### src/rtl/core/servo_bus_status_packet_receiver_top_assert.svh
// ----------------------------------------------------------------------------
// Assertion macros for the servo-bus status packet receiver
// Clocked property checks, compiled out for synthesis.
// ----------------------------------------------------------------------------
`ifndef SERVO_BUS_STATUS_PACKET_RECEIVER_TOP_ASSERT_SVH
`define SERVO_BUS_STATUS_PACKET_RECEIVER_TOP_ASSERT_SVH

`ifndef SYNTHESIS
// check outside reset
`define SBSPR_ASSERT(lbl, clk, rst_n, prop, msg) \
  lbl: assert property (@(posedge clk) disable iff (!rst_n) prop) else $error(msg);
// check that also holds while reset is applied
`define SBSPR_ASSERT_ALWAYS(lbl, clk, prop, msg) \
  lbl: assert property (@(posedge clk) prop) else $error(msg);
`else
`define SBSPR_ASSERT(lbl, clk, rst_n, prop, msg)
`define SBSPR_ASSERT_ALWAYS(lbl, clk, prop, msg)
`endif

`endif

### src/rtl/core/sbspr_pkg.sv
// ----------------------------------------------------------------------------
// sbspr_pkg
// Shared types and codes of the servo-bus status packet receiver.
// ----------------------------------------------------------------------------
package sbspr_pkg;

  // action codes of an input request
  localparam logic [2:0] ACT_BYTE  = 3'd0;
  localparam logic [2:0] ACT_TIME  = 3'd1;
  localparam logic [2:0] ACT_POLL  = 3'd2;
  localparam logic [2:0] ACT_REQ   = 3'd3;
  localparam logic [2:0] ACT_TOCHK = 3'd4;

  // result kinds
  localparam logic [2:0] KIND_WAIT    = 3'd0;
  localparam logic [2:0] KIND_PAYLOAD = 3'd1;
  localparam logic [2:0] KIND_CORRUPT = 3'd2;
  localparam logic [2:0] KIND_TIMEOUT = 3'd3;
  localparam logic [2:0] KIND_IN_TIME = 3'd4;

  localparam logic [7:0] SYNC_BYTE     = 8'hff;
  localparam logic [7:0] CHECKSUM_FLAG = 8'h10;
  localparam logic [7:0] MIN_POLL_FILL = 8'd5;
  localparam logic [7:0] FRAME_EXTRA   = 8'd4;
  localparam logic [7:0] MIN_LENGTH    = 8'd2;

  typedef struct packed {
    logic [2:0]  action;
    logic [7:0]  rx_byte;
    logic [31:0] now_ms;
    logic [2:0]  servo_id;
  } in_item_t;

  typedef struct packed {
    logic [2:0] result_kind;
    logic [7:0] payload_byte;
    logic [7:0] servo_error;
    logic       last;
  } out_item_t;

  // controller -> datapath
  typedef struct packed {
    logic       take_byte;   // store rx byte, advance sync logic
    logic       set_time;    // latch now_ms
    logic       clear;       // fill to zero, mark request time
    logic       poll_begin;  // latch id, address 2, clear sum
    logic       addr_load4;  // address 4 (first payload byte)
    logic       step;        // advance buffer address
    logic       sum_en;      // add read byte into checksum
    logic       flag_ok;     // store error byte for the servo
    logic       flag_bad;    // set checksum flag, drop buffer
    logic       emit;        // load result register
    logic [2:0] kind;
    logic       last;
  } dp_cmd_t;

  // datapath -> controller
  typedef struct packed {
    logic short_buf;  // not enough bytes held yet
    logic at_end;     // read byte is the one before the checksum
    logic pkt_ok;     // length, id and checksum good
    logic expired;    // response time exceeded
  } dp_sts_t;

endpackage

### src/rtl/core/sbspr_datapath.sv
// ----------------------------------------------------------------------------
// sbspr_datapath
// Packet buffer, sync logic, checksum walk, servo flags, timers, result reg.
// ----------------------------------------------------------------------------
`include "servo_bus_status_packet_receiver_top_assert.svh"

module sbspr_datapath #(
  parameter int BUFFER_BYTES = 64,
  parameter int SERVO_COUNT  = 4
) (
  input  logic                clk,
  input  logic                rst_n,
  input  sbspr_pkg::in_item_t in_data,
  input  sbspr_pkg::dp_cmd_t  cmd,
  output sbspr_pkg::dp_sts_t  sts,
  input  logic                cfg_valid,
  input  logic                cfg_ready,
  input  logic [30:0]         cfg_data,
  output logic                out_valid,
  output sbspr_pkg::out_item_t out_data
);
  import sbspr_pkg::*;

  localparam int FW = $clog2(BUFFER_BYTES + 1);
  localparam int AW = $clog2(BUFFER_BYTES);
  localparam int CW = (FW > 9) ? FW + 1 : 10;
  localparam int SW = (SERVO_COUNT > 1) ? $clog2(SERVO_COUNT) : 1;

  logic [7:0]    mem [BUFFER_BYTES];
  logic [7:0]    rd_data_r;
  logic [FW-1:0] fill_r, fill_nxt, fbase;
  logic [FW-1:0] addr_r;
  logic [7:0]    b1_r, b2_r, b3_r, b4_r;
  logic [7:0]    sum_r;
  logic [2:0]    id_r;
  logic [31:0]   step_time_r, req_time_r, elapsed;
  logic [30:0]   timeout_r;
  logic [7:0]    flags_r [SERVO_COUNT];
  logic          out_valid_r;
  out_item_t     out_data_r, out_nxt;

  logic [2:0]    id_sel;
  logic [3:0]    slot_w;
  logic [SW-1:0] slot;
  logic          has_servo;
  logic [7:0]    cur_err;
  logic [CW-1:0] total_w;
  logic [7:0]    rx;

  assign rx = in_data.rx_byte;

  // servo slot of the polled id
  assign id_sel    = cmd.poll_begin ? in_data.servo_id : id_r;
  assign slot_w    = {1'b0, id_sel} - 4'd2;
  assign slot      = slot_w[SW-1:0];
  assign has_servo = (id_sel >= 3'd2) && (32'(slot_w) < 32'(SERVO_COUNT));
  assign cur_err   = has_servo ? flags_r[slot] : 8'h00;

  // sync / fill logic for a received byte
  always_comb begin
    fbase    = (fill_r >= FW'(BUFFER_BYTES)) ? '0 : fill_r;
    fill_nxt = fbase;
    if (fbase != '0 || rx == SYNC_BYTE) begin
      if (fbase == FW'(2) && rx == SYNC_BYTE) begin
        fill_nxt = (b1_r != SYNC_BYTE) ? FW'(1) : FW'(2);
      end else begin
        fill_nxt = fbase + FW'(1);
      end
    end
  end

  // status
  assign total_w       = CW'(b3_r) + CW'(FRAME_EXTRA);
  assign elapsed       = step_time_r - req_time_r;
  assign sts.short_buf = (CW'(fill_r) < CW'(MIN_POLL_FILL)) || (CW'(fill_r) < total_w);
  assign sts.at_end    = (CW'(addr_r) == total_w - CW'(1));
  assign sts.pkt_ok    = (b3_r >= MIN_LENGTH) && (b2_r == {5'd0, id_r}) &&
                         (rd_data_r == ~sum_r);
  assign sts.expired   = !elapsed[31] && (elapsed[30:0] >= timeout_r);

  // buffer memory, one write and one registered read port
  always_ff @(posedge clk) begin
    if (cmd.take_byte) begin
      mem[fbase[AW-1:0]] <= rx;
    end
    rd_data_r <= mem[addr_r[AW-1:0]];
  end

  // header shadows and walk registers
  always_ff @(posedge clk) begin
    if (cmd.take_byte) begin
      if (fbase == FW'(1)) b1_r <= rx;
      if (fbase == FW'(2)) b2_r <= rx;
      if (fbase == FW'(3)) b3_r <= rx;
      if (fbase == FW'(4)) b4_r <= rx;
    end
    if (cmd.poll_begin) begin
      id_r   <= in_data.servo_id;
      addr_r <= FW'(2);
      sum_r  <= 8'h00;
    end else if (cmd.addr_load4) begin
      addr_r <= FW'(4);
    end else if (cmd.step) begin
      addr_r <= addr_r + FW'(1);
    end
    if (cmd.sum_en) begin
      sum_r <= sum_r + rd_data_r;
    end
  end

  // control state
  always_ff @(posedge clk) begin
    if (!rst_n) begin
      fill_r      <= '0;
      step_time_r <= '0;
      req_time_r  <= '0;
      timeout_r   <= 31'd10;
      for (int i = 0; i < SERVO_COUNT; i++) begin
        flags_r[i] <= 8'h00;
      end
    end else begin
      if (cfg_valid && cfg_ready) begin
        timeout_r <= cfg_data;
      end
      if (cmd.set_time) begin
        step_time_r <= in_data.now_ms;
      end
      if (cmd.take_byte) begin
        fill_r <= fill_nxt;
      end else if (cmd.clear) begin
        fill_r     <= '0;
        req_time_r <= step_time_r;
      end else if (cmd.flag_bad) begin
        fill_r <= '0;
      end
      if (has_servo && cmd.flag_ok) begin
        flags_r[slot] <= b4_r;
      end else if (has_servo && cmd.flag_bad) begin
        flags_r[slot] <= flags_r[slot] | CHECKSUM_FLAG;
      end
    end
  end

  // result register
  always_comb begin
    out_nxt              = '0;
    out_nxt.result_kind  = cmd.kind;
    out_nxt.last         = cmd.last;
    case (cmd.kind)
      KIND_WAIT:    out_nxt.servo_error = cur_err;
      KIND_CORRUPT: out_nxt.servo_error = has_servo ? (cur_err | CHECKSUM_FLAG) : 8'h00;
      KIND_PAYLOAD: begin
        out_nxt.payload_byte = rd_data_r;
        out_nxt.servo_error  = has_servo ? b4_r : 8'h00;
      end
      default:      out_nxt.servo_error = 8'h00;
    endcase
  end

  always_ff @(posedge clk) begin
    if (!rst_n) begin
      out_valid_r <= 1'b0;
    end else begin
      out_valid_r <= cmd.emit;
    end
    if (cmd.emit) begin
      out_data_r <= out_nxt;
    end
  end

  assign out_valid = out_valid_r;
  assign out_data  = out_data_r;

  `SBSPR_ASSERT(a_fill_bound, clk, rst_n, fill_r <= FW'(BUFFER_BYTES), "fill count past buffer size")
  `SBSPR_ASSERT(a_only_payload_open, clk, rst_n, (out_valid_r && !out_data_r.last) |-> (out_data_r.result_kind == KIND_PAYLOAD), "non-final result is not a payload byte")
  `SBSPR_ASSERT(a_stream_no_gap, clk, rst_n, (out_valid_r && !out_data_r.last) |=> out_valid_r, "gap inside payload stream")
  `SBSPR_ASSERT_ALWAYS(a_reset_quiet, clk, !rst_n |=> !out_valid_r, "result strobe after reset")

endmodule

### src/rtl/core/sbspr_ctrl.sv
// ----------------------------------------------------------------------------
// sbspr_ctrl
// Sequencer: decodes requests, walks the checksum and payload stream.
// ----------------------------------------------------------------------------
module sbspr_ctrl (
  input  logic               clk,
  input  logic               rst_n,
  input  logic               start,
  input  logic [2:0]         action,
  input  sbspr_pkg::dp_sts_t sts,
  output sbspr_pkg::dp_cmd_t cmd,
  output logic               busy
);
  import sbspr_pkg::*;

  typedef enum logic [2:0] {
    ST_IDLE,
    ST_SUM_PRIME,
    ST_SUM,
    ST_CHECK,
    ST_STREAM_PRIME,
    ST_STREAM
  } state_t;

  state_t state_r, state_nxt;

  assign busy = (state_r != ST_IDLE);

  always_comb begin
    state_nxt = state_r;
    cmd       = '0;
    cmd.kind  = KIND_WAIT;
    case (state_r)
      ST_IDLE: begin
        if (start) begin
          case (action)
            ACT_BYTE: cmd.take_byte = 1'b1;
            ACT_TIME: cmd.set_time  = 1'b1;
            ACT_REQ:  cmd.clear     = 1'b1;
            ACT_TOCHK: begin
              cmd.emit  = 1'b1;
              cmd.last  = 1'b1;
              cmd.clear = sts.expired;
              cmd.kind  = sts.expired ? KIND_TIMEOUT : KIND_IN_TIME;
            end
            ACT_POLL: begin
              cmd.poll_begin = 1'b1;
              if (sts.short_buf) begin
                cmd.emit = 1'b1;
                cmd.last = 1'b1;
                cmd.kind = KIND_WAIT;
              end else begin
                state_nxt = ST_SUM_PRIME;
              end
            end
            default: ;
          endcase
        end
      end
      ST_SUM_PRIME: begin
        cmd.step  = 1'b1;
        state_nxt = ST_SUM;
      end
      ST_SUM: begin
        cmd.step   = 1'b1;
        cmd.sum_en = 1'b1;
        if (sts.at_end) state_nxt = ST_CHECK;
      end
      ST_CHECK: begin
        if (sts.pkt_ok) begin
          cmd.flag_ok    = 1'b1;
          cmd.addr_load4 = 1'b1;
          state_nxt      = ST_STREAM_PRIME;
        end else begin
          cmd.flag_bad = 1'b1;
          cmd.emit     = 1'b1;
          cmd.last     = 1'b1;
          cmd.kind     = KIND_CORRUPT;
          state_nxt    = ST_IDLE;
        end
      end
      ST_STREAM_PRIME: begin
        cmd.step  = 1'b1;
        state_nxt = ST_STREAM;
      end
      ST_STREAM: begin
        cmd.step = 1'b1;
        cmd.emit = 1'b1;
        cmd.kind = KIND_PAYLOAD;
        cmd.last = sts.at_end;
        if (sts.at_end) begin
          cmd.clear = 1'b1;
          state_nxt = ST_IDLE;
        end
      end
      default: state_nxt = ST_IDLE;
    endcase
  end

  always_ff @(posedge clk) begin
    if (!rst_n) begin
      state_r <= ST_IDLE;
    end else begin
      state_r <= state_nxt;
    end
  end

endmodule

### src/rtl/core/servo_bus_status_packet_receiver_top.sv
// ----------------------------------------------------------------------------
// servo_bus_status_packet_receiver_top
// Status packet receiver for a half-duplex servo bus (protocol 1 framing).
// ----------------------------------------------------------------------------
// Usage:
//  - Input requests: drive in_data and raise start; a request is taken on a
//    clock edge with start high and busy low. Bytes, time updates, request-
//    sent and timeout checks never raise busy.
//  - Results: out_valid strobes for exactly one cycle per result, with
//    out_data holding it; out_data.last marks the final one of a request.
//    The receiver has no back-pressure input and cannot stall.
//  - Answers: a timeout check, or a poll on a short buffer, answers in the
//    cycle after it is taken. A full poll walks the buffer through the single
//    memory read port: first a checksum walk, which ends in a corrupt answer
//    on a bad packet, and for a good packet a second walk that sends the
//    payload bytes one per cycle at the end.
//  - Config: cfg_data (timeout in ms) is written when cfg_valid and
//    cfg_ready are high; cfg_ready is always high. Write only while idle.
//  - Reset (rst_n low, synchronous): fill count, times and servo error
//    flags go to zero, timeout to 10 ms. The buffer contents are not cleared;
//    nothing reads an entry before it is written.
// ----------------------------------------------------------------------------
module servo_bus_status_packet_receiver_top #(
  parameter int BUFFER_BYTES = 64,
  parameter int SERVO_COUNT  = 4
) (
  input  logic                  clk,
  input  logic                  rst_n,
  // request channel
  input  logic                  start,
  output logic                  busy,
  input  sbspr_pkg::in_item_t   in_data,
  // result channel
  output logic                  out_valid,
  output sbspr_pkg::out_item_t  out_data,
  // config channel
  input  logic                  cfg_valid,
  output logic                  cfg_ready,
  input  logic [30:0]           cfg_data
);
  import sbspr_pkg::*;

  dp_cmd_t cmd;
  dp_sts_t sts;

  // timeout register accepts a write on any cycle
  assign cfg_ready = 1'b1;

  // sequencer: owns busy and all command timing
  sbspr_ctrl u_ctrl (
    .clk    (clk),
    .rst_n  (rst_n),
    .start  (start),
    .action (in_data.action),
    .sts    (sts),
    .cmd    (cmd),
    .busy   (busy)
  );

  // buffer, checksum, flags, timers and the result register
  sbspr_datapath #(
    .BUFFER_BYTES (BUFFER_BYTES),
    .SERVO_COUNT  (SERVO_COUNT)
  ) u_dp (
    .clk       (clk),
    .rst_n     (rst_n),
    .in_data   (in_data),
    .cmd       (cmd),
    .sts       (sts),
    .cfg_valid (cfg_valid),
    .cfg_ready (cfg_ready),
    .cfg_data  (cfg_data),
    .out_valid (out_valid),
    .out_data  (out_data)
  );

endmodule
### config.mk
export PLATFORM = sky130hd
export DESIGN_NAME = servo_bus_status_packet_receiver_top
export DESIGN_NICKNAME = d
export VERILOG_FILES = /design/src/rtl/core/sbspr_pkg.sv /design/src/rtl/core/sbspr_datapath.sv /design/src/rtl/core/sbspr_ctrl.sv /design/src/rtl/core/servo_bus_status_packet_receiver_top.sv
export VERILOG_INCLUDE_DIRS = /design/src /design/src/rtl/core
export SDC_FILE = /design/constraint.sdc
export NUM_CORES = 1
export LEC_CHECK = 0
export CAP_MARGIN = 20
export CORE_UTILIZATION = 60
export CTS_BUF_LIST = sky130_fd_sc_hd__clkbuf_8
export DETAILED_ROUTE_END_ITERATION = 7
export DONT_BUFFER_PORTS = 1
export HOLD_SLACK_MARGIN = 0.05
export PLACE_DENSITY = 0.84
export SETUP_SLACK_MARGIN = 0.4
export SYNTH_ARGS = -nofsm -noshare
export SYNTH_HDL_FRONTEND = slang
export SYNTH_SLANG_ARGS = --single-unit
### constraint.sdc
create_clock -name clk -period 9.7 [get_ports clk]
set_input_delay 0.97 -clock clk [delete_from_list [all_inputs] [get_ports clk]]
set_output_delay 0.97 -clock clk [all_outputs]
set_load 0.02 [all_outputs]
==> results by stage, run 1 <==
Route:
- Dividing the detail-routed wire length by the instance count gives 24.9 µm.
- For this run, design rule violations remaining after detail routing come to 0.
- Wire segments on met3 add up to 7200 µm in the final route.
- The post-route antenna net violation count is 0.
- For this block, the routed nets add up to 71700 µm of wire.
- Signal routing reaches up to met5.
- The first-pass detailed-route iteration total is 6.
- The violation count after the first detailed-routing iteration is 1978.
- After detailed routing, the number of vias per cell comes to 6.33.
- The total met2 wirelength after detailed routing is 35000 µm.
- Summing over every cut layer, the via total after detailed routing is 18200.
- The detailed router put a total of 26700 µm of wire on met1.

Synthesis:
- The synthesized design contains 604 enable-type register cells.
- For this run, the leading register cell type out of synthesis is edfxtp_1.
- The post-synthesis instance total is 2064.
- The async set or reset register ratio after synthesis is 0.
- After synthesis, the mean cell area works out to 15.3 µm².
- Synthesis inferred 728 register bits.
- The synthesized area is 0.0316 mm².
- Synthesis produced a netlist with a net count of 2233.
- The sequential cell area fraction in the yosys report is 0.652.
- The netlist uses 75 different library cells.
- The Yosys step of the flow raised 0 warnings.

Cells and area:
- Once layout is complete, the utilization of the core stands at 0.666.
- The final design area excluding fillers is 0.0345 mm².
- The share of final-layout standard cells stronger than drive strength 1 is 0.167.
- The final layout net count is 2272.
- The number of diodes added for antenna fixing is 0.
- The area growth from synthesis to layout is 8.90%.

Pwr:
- Internal power comes to 0.00491 W.
- The part of the power in combinational logic is 0.073.
- The portion of total power attributed to sequential cells is 0.537.
- The total power divided by cell area is 186 mW/mm².
- The switching part of the total power is 0.232.
- The worst voltage drop across the vdd grid is 0.119 mV.
- Summed over all nets, the switching power comes to 0.00148 W.
- The clock share of power is 0.390.
- The reported leakage power is 12.1 nW.

Timing:
- The number of slew-limit violations in the final report is 0.
- Based on the critical path, the design can be clocked at up to 171 MHz.
- In the final timing run, aggregate negative setup slack is 0 ps.
- The tightest slew margin relative to the limit is 0.245.
- The worst hold slack is 312 ps.
- The final worst-path cycle share is 0.604.
- The number of hold-slack violations in the final timing report is 0.
- For the final database, setup skew stands at 53.2 ps.
- The final worst setup slack is 3850 ps.
- The worst-margin pin slew is 1130 ps.
- Setup violations remaining at the end of the flow were counted as 0.
- Setup repair after global routing left no endpoint under its margin.
- Subtracting the final worst setup slack from the clock period gives 5850 ps.

Worst setup path:
- At the worst endpoint, the required time is 10340 ps.
- The worst setup path is captured at a flop.
- The maximum net fanout on the critical path is 32.
- The number of cells traversed by the worst register-to-register path is 23.
- The arrival time of the worst setup path is 6500 ps.
- The critical path launch point type is a flop.
- The critical path is of the flop to flop type.

Clock network:
- The depth of the CTS H-tree is 3.
- The number of buffers inserted to repair setup after CTS is 0.
- The later pin in the worst-skew pair is clocked with a latency of 750 ps.
- The root cell of the clock tree is clkbuf_8.
- TritonCTS created 111 clock buffers.
- The post-CTS resize count is 0.
- No sink is reached through more buffers than the 3 on the longest clock path.
- The sink count of the clock tree is 728.
- The TritonCTS clock tree is yes.
- After clock tree synthesis, the clock-pin slew on the worst setup and hold paths is 70 ps.
- The count of hold buffers inserted by post-cts repair is 0.

Global routing:
- Global routing finished with a remaining overflow of 0.
- The first-pass GRT wire length is 109000 µm.
- The number of antenna violations at the first check in global routing came to 2.
- The total routing resource utilization after global routing is 0.274.
- The number of global-route vias before repair is 18400.
- The pin count of the biggest net entering global routing is 144.

Placement:
- The instance area after placement is 0.0322 mm².
- The estimated wirelength of the detail-placed design is 45200 µm.
- Before CTS, the worst setup slack after placement is 4040 ps.
- The routability-driven placement congestion ratio is 0.908.
- Port buffering added 0 buffers.

Worst hold path:
- The path type of the worst min-delay path is primary input to flop.
- Along the worst hold path, the cell count comes to 0.

Floorplan:
- The initialized floorplan defines 83 standard-cell rows.
- The initial core utilization is 0.612.
- The core area is 0.0517 mm².
- The number of top-level pins is 104.
- The die covers 0.0537 mm².
- The die is 232 µm tall.
- The die is 232 µm wide.

Status:
- The run finished with clean final reports.

Flow run:
- The max-cap violation count is 0.
## worst paths after layout
| check | start | end | slack (ps) |
|---|---|---|---|
| worst max-delay path | u_dp.step_time_r[0] | u_dp.req_time_r[3] | 3850 |
| worst min-delay path | in_data[38] | u_dp.mem[23][3] | 310 |
| worst max register to register | u_dp.step_time_r[0] | u_dp.req_time_r[3] | 3850 |
| worst min register to register | u_dp.req_time_r[26] | u_dp.req_time_r[26] | 460 |
## worst max-delay path, stage by stage, from the launching register on
cell       delay [ps]
dfxtp_1           350
inv_1              50
ha_1              210
fa_1              400
nor2b_1           120
o21ai_0           100
a21boi_0          330
o311ai_0          210
a211oi_1          570
o2111ai_1         250
a21oi_1           210
nor3b_1            80
xnor2_1           180
ha_1              270
a21o_1            180
a21o_1            160
a21oi_1           130
nor2_1             50
a211oi_1          390
nand2_1           180
nand4_1           200
a31oi_4           170
nor2_8            640
mux2i_1           300
## power by group through the flow
stage	sequential (W)	combinational, W	clock [W]
final	0.00344	0.000464	0.00249
after CTS	0.00344	0.000458	0.00252
after floorplan	0.00349	0.000374	0
after detailed placement	0.00350	0.000454	0
after global routing	0.00344	0.000507	0.00265
after global placement	0.00350	0.000440	0
## logic make-up (layout without fill, tap and decap cells)
family | after synthesis | count (layout) | synth area share
fa+ha+maj | 88 | 88 | 0.0353
buf+inv | 190 | 324 | 0.0246
xor+xnor | 63 | 63 | 0.0174
simple gates | 532 | 532 | 0.0775
flops | 728 | 728 | 0.652
mux | 263 | 263 | 0.150
compound gates | 199 | 199 | 0.0435
other cells | 1 | 1 | 0.000119
## synthesized netlist by cell type (10+ instances only)
library cell	n	area share
a21o_1	27	0.0064
o21a_1	10	0.0024
dfxtp_1	124	0.078
and3_1	12	0.0024
o21ai_0	30	0.0047
a21oi_1	49	0.0078
nor2b_1	43	0.0085
inv_1	103	0.012
nand3_1	29	0.0046
nand2_1	196	0.023
edfxtp_1	604	0.57
nand4_1	18	0.0036
clkbuf_1	54	0.0064
ha_1	86	0.034
buf_2	10	0.0016
buf_1	19	0.0023
mux4_2	168	0.12
nor3_1	14	0.0022
a21boi_0	33	0.0078
xor2_1	16	0.0044
and2_1	11	0.0022
nand2b_1	14	0.0028
nor2_1	159	0.019
mux2i_1	88	0.028
xnor2_1	47	0.013
## state kept, by name, indices dropped and copies added, names as in the netlist, 7 cells and up
name and count:
u_dp.step_time_r 32, u_dp.flags_r 32, u_dp.out_data 20, u_dp.req_time_r 32, u_dp.b3_r 8, u_dp.b1_r 8, u_dp.mem 512, u_dp.b4_r 8
u_dp.timeout_r 31, u_dp.b2_r 8, u_dp.sum_r 8, u_dp.addr_r 7, u_dp.fill_r 7, u_dp.rd_data_r 8
## placed cells by master, fill, tap and decap left out, types with 4 or more instances in the layout
master     synthesis  routed
a21oi_1           49      49
mux4_2           168     168
o21ai_0           30      29
nand2b_1          14      14
xnor2_1           47      47
o21a_1            10      10
or2_2              6       6
nand3b_1           4       4
and3_1            12      12
nand4_1           18      18
a21boi_0          33      33
ha_1              86      86
a21o_1            27      27
clkinv_2           0      20
nor3_1            14      14
a211oi_1           4       4
o21bai_1           4       4
nor2b_1           43      43
nand3_1           29      29
mux2_2             7       7
o31ai_1            4       4
bufinv_16          0       7
xor2_1            16      16
buf_4              1      10
a31oi_1            4       4
and2_1            11      11
mux2i_1           88      87
edfxtp_1         604     604
clkinv_1           0      29
or3_1              6       6
nor2_1           159     158
nand2_1          196     196
clkbuf_8           0     112
dfxtp_1          124     121
inv_1            103     136
## through the flow
step	power [W]	cells
after global placement	0.00394	2667
after CTS	0.00641	2876
final	0.00639	2878
after global routing	0.00659	2878
after floorplan	0.00386	2064
after detailed placement	0.00396	2668
## per-layer routing
layer,global-route usage,vias up
met5,0,-
met4,0.111,4
li1,-,7898
met2,0.446,1137
met1,0.361,8977
met3,0.0599,213
## area by class of cell
cell class | count | area (µm²)
Clock buffer | 112 | 1540
Clock inverter | 96 | 642
Fill cell | 3268 | 17300
Inverter | 103 | 387
Multi-Input combinational cell | 1146 | 10300
Sequential cell | 728 | 20600
Tap cell | 680 | 851
Timing Repair Buffer | 13 | 145
No activity file was read; power rests on OpenSTA's default activity.
==> inputs of run 2 (changes only) <==
--- a/config.mk
+++ b/config.mk
@@ -12,7 +12,7 @@
 export DETAILED_ROUTE_END_ITERATION = 7
 export DONT_BUFFER_PORTS = 1
 export HOLD_SLACK_MARGIN = 0.05
-export PLACE_DENSITY = 0.84
+export PLACE_DENSITY = 0.87
 export SETUP_SLACK_MARGIN = 0.4
 export SYNTH_ARGS = -nofsm -noshare
 export SYNTH_HDL_FRONTEND = slang
==> constraint.sdc (replaced) <==
create_clock -name clk -period 5.1 [get_ports clk]
set_input_delay 0.51 -clock clk [delete_from_list [all_inputs] [get_ports clk]]
set_output_delay 0.51 -clock clk [all_outputs]
set_load 0.02 [all_outputs]
==> run 2 against run 1 <==
The flow now finishes with violations (negative setup slack); final area is 4.2% higher; clock power grew 88%; register-to-register slack lost 3900 ps; critical path type unchanged.
==> results by stage, run 2 (same netlist as run 1, synthesis figures left out) <==
Status:
- The flow ran to the end, but the final reports show violations.
- The checks that failed: negative setup slack.

Placement:
- Detailed placement ended at an HPWL of 46900 µm.
- The number of buffer cells added on primary ports is 0.
- Counting tap cells, the placed design contains a total of 2675 instances.
- The routability-driven placement congestion ratio is 0.874.
- At the placement stage, the worst setup path has a slack of -303 ps.

Floorplan:
- 104 I/O pins were placed.
- The die covers 0.0537 mm².
- The initialized floorplan defines 83 standard-cell rows.
- In this run the standard cell core region covers 0.0517 mm².
- The initial core utilization is 0.612.
- The width of the die is 232 µm.
- From bottom edge to top edge, the die measures 232 µm.

Cells and area:
- The area growth from synthesis to layout is 13.5%.
- Once layout is complete, the cells apart from fillers number 2980.
- The share of final-layout standard cells stronger than drive strength 1 is 0.193.
- The storage element area is 0.0206 mm².
- The library cell used most frequently in the layout, excluding fill and tap cells, is edfxtp_1.
- At the end of the flow, the number of nets in the layout was 2380.
- The library cells used most frequently in the layout, excluding fill and tap cells, are edfxtp_1 (604), nand2_1 (196), mux4_2 (168).
- The area of the multi-input gates is 0.0105 mm².
- The repair_antennas step left the layout with diodes totalling 0.
- The number of flip-flops under the largest register name is 512.
- After filler insertion, the fill cell instance count of the layout stands at 3024.

Worst setup path:
- For the worst flop-to-flop path, the logic depth is 24.
- The worst reg2reg path startpoint is u_dp.step_time_r[2].
- The destination of the worst register-to-register timing path is u_dp.req_time_r[16].
- By startpoint and endpoint, the worst setup path is classified as flop to flop.
- The worst setup path is launched from a flop.
- STA classifies the critical path endpoint as a flop.
- The register-to-register setup slack is -20 ps.
- Data arrives at the worst endpoint at 5780 ps.
- The maximum net fanout on the critical path is 7.
- Data on the critical path is required at its endpoint by 5750 ps.

Route:
- Dividing the detail-routed via count by the number of cells gives 6.51.
- The violation count after the first detailed-routing iteration is 2198.
- The first-pass detailed-route iteration total is 7.
- The post-route antenna net violation count is 0.
- The average wire per cell in the routed design is 27.2 µm.
- In the routed design, unresolved DRC markers number 0.
- Wires add up to 81100 µm.
- The total vias in the final route is 19400.

Pwr:
- The total power divided by cell area is 346 mW/mm².
- Of the total power, registers draw 0.527.
- Summed over all cells, the static leakage comes to 12.7 nW.
- Of the total power, combinational logic draws 0.096.
- The net switching power of the design is 0.00300 W.
- Cell internal power was estimated by the tool at 0.00942 W.
- Of the total power, the share spent switching nets is 0.241.
- The worst voltage drop across the vdd grid is 0.202 mV.
- Of the total power, the clock network draws 0.378.

Flow run:
- Max-cap violations in this run came to 0.

Clock network:
- CTS saw 728 sinks.
- The CTS buffer count is 107.
- TritonCTS built the clock tree.
- In this run the number of H-tree levels came out at 3.
- After clock tree synthesis, the clock-pin slew on the worst setup and hold paths is 60 ps.
- The insertion delay of the later-clocked pin in the worst-skew pair is 740 ps.
- The root cell of the clock tree is clkbuf_8.
- The maximum clock path buffer count is 3.

Timing:
- The number of hold-slack violations in the final timing report is 0.
- The final count of negative-setup-slack endpoints is 1.
- The worst path in the final design needs a cycle of 5120 ps, including I/O delays and setup.
- In the finished design, the share of the clock period the worst path needs comes to 1.00.
- After routing, the total negative slack on setup checks comes to -24.2 ps.
- The peak clock frequency supported by timing is 195 MHz.
- The number of slew-limit violations in the final report is 0.
- At the pin with the least slew margin, the transition time is 1130 ps.
- The worst clock skew is 53.9 ps.
- Setup repair after global routing could not meet its margin everywhere.
- Across all setup checks in the final design, the least slack found is -24.2 ps.
- Measured against its own limit, the worst slew margin works out to 0.244.

Global routing:
- The number of antenna violations at the first check in global routing is 4.
- After global routing the overflow that remains totals 0.
- The number of global-route vias before repair came to 19700.
- The pin count of the biggest net entering global routing is 137.
- The first global-routing pass estimated 121000 µm of wire.
- Across every metal layer, demand over resource in global routing totals 0.307.

Worst hold path:
- The tightest min-delay check is of the primary input to flop type.
- The count of cells along the worst hold path is 2.
- The hold path startpoint is in_data[44].
- The endpoint with the worst hold slack is u_dp.addr_r[2].
[run 2: cell types whose count changed in the layout (fill, tap and decap cells not counted), sizes merged]
cell | previous run | this run
bufinv | 7 | 6
nor2 | 160 | 161
buf | 13 | 56
clkbuf | 112 | 116
clkinv | 50 | 41
clkinvlp | 1 | 2
inv | 141 | 137
dlygate4sd3 | 0 | 67
[run 2: final cells by class]
type	count	share of cell area
flip-flops and latches	728	0.575
multi-input cells	1147	0.292
clock buffers	115	0.0441
repair buffers	124	0.0401
well taps	680	0.0237
clock inverters	83	0.0149
inverters	103	0.0108
[run 2: worst max path at each step]
stage | cells after the start | end | start
floorplan | 23 | u_dp.req_time_r[10] | u_dp.req_time_r[11]
global placement | 24 | u_dp.req_time_r[8] | u_dp.step_time_r[0]
detailed placement | 24 | u_dp.req_time_r[1] | u_dp.step_time_r[0]
global route | 24 | u_dp.req_time_r[16] | u_dp.step_time_r[2]
CTS | 27 | u_dp.fill_r[6] | u_dp.step_time_r[0]
finish | 24 | u_dp.req_time_r[16] | u_dp.step_time_r[2]
[run 2: metrics by stage]
| stage | util | power [W] | cell area (µm²) | hold slack, ps |
|---|---|---|---|---|
| 4_1_cts | 0.692 | 0.0123 | 35800 | 53.8 |
| 5_1_grt | 0.694 | 0.0127 | 35900 | 140 |
| 3_5_place_dp | 0.625 | 0.00755 | 32300 | 456 |
| 3_3_place_gp | 0.625 | 0.00751 | 32300 | 444 |
| 6_report | 0.694 | 0.0124 | 35900 | 145 |
| 2_1_floorplan | - | 0.00735 | 31700 | 438 |
[run 2: worst max-delay path, cell delays in order (launching register included)]
cell and delay (ps):
dfxtp_1 400, ha_4 230, buf_4 150, o211ai_2 260
a21oi_4 80, o41ai_4 330, a2111o_1 280, a31oi_4 110
a21o_4 250, a21o_2 210, a21oi_1 220, xnor2_1 170
ha_1 280, a21o_1 170, a21oi_1 170, o21ai_2 90
a211oi_2 340, nand2_1 170, nand4_1 180, a31oi_4 120
buf_6 140, buf_6 110, nor2_4 190, buf_12 180
mux2i_4 220
[run 2: what timing repair did]
action | in CTS | in global routing
setup endpoints to repair | 41 | 40
hold buffers | 76 | 1
resized for setup | 39 | 18
pin swaps | 34 | 25
setup buffers | 21 | 5
gates cloned | 3 | 0
hold endpoints to repair | 649 | 1
[run 2: power groups by stage]
stage | logic [W] | registers, W | clock network (W)
6_report | 0.00119 | 0.00654 | 0.00469
5_1_grt | 0.00126 | 0.00654 | 0.00495
4_1_cts | 0.00111 | 0.00654 | 0.00466
3_5_place_dp | 0.000884 | 0.00667 | 0
3_3_place_gp | 0.000850 | 0.00666 | 0
2_1_floorplan | 0.000713 | 0.00664 | 0
[run 2: metal layers]
layer | track usage | vias to the layer above | part of all wire
met3 | 0.0813 | 322 | 0.11
met1 | 0.379 | 9578 | 0.35
met2 | 0.494 | 1390 | 0.48
met4 | 0.168 | 8 | 0.060
li1 | - | 8113 | -
met5 | 0 | - | 0.00070
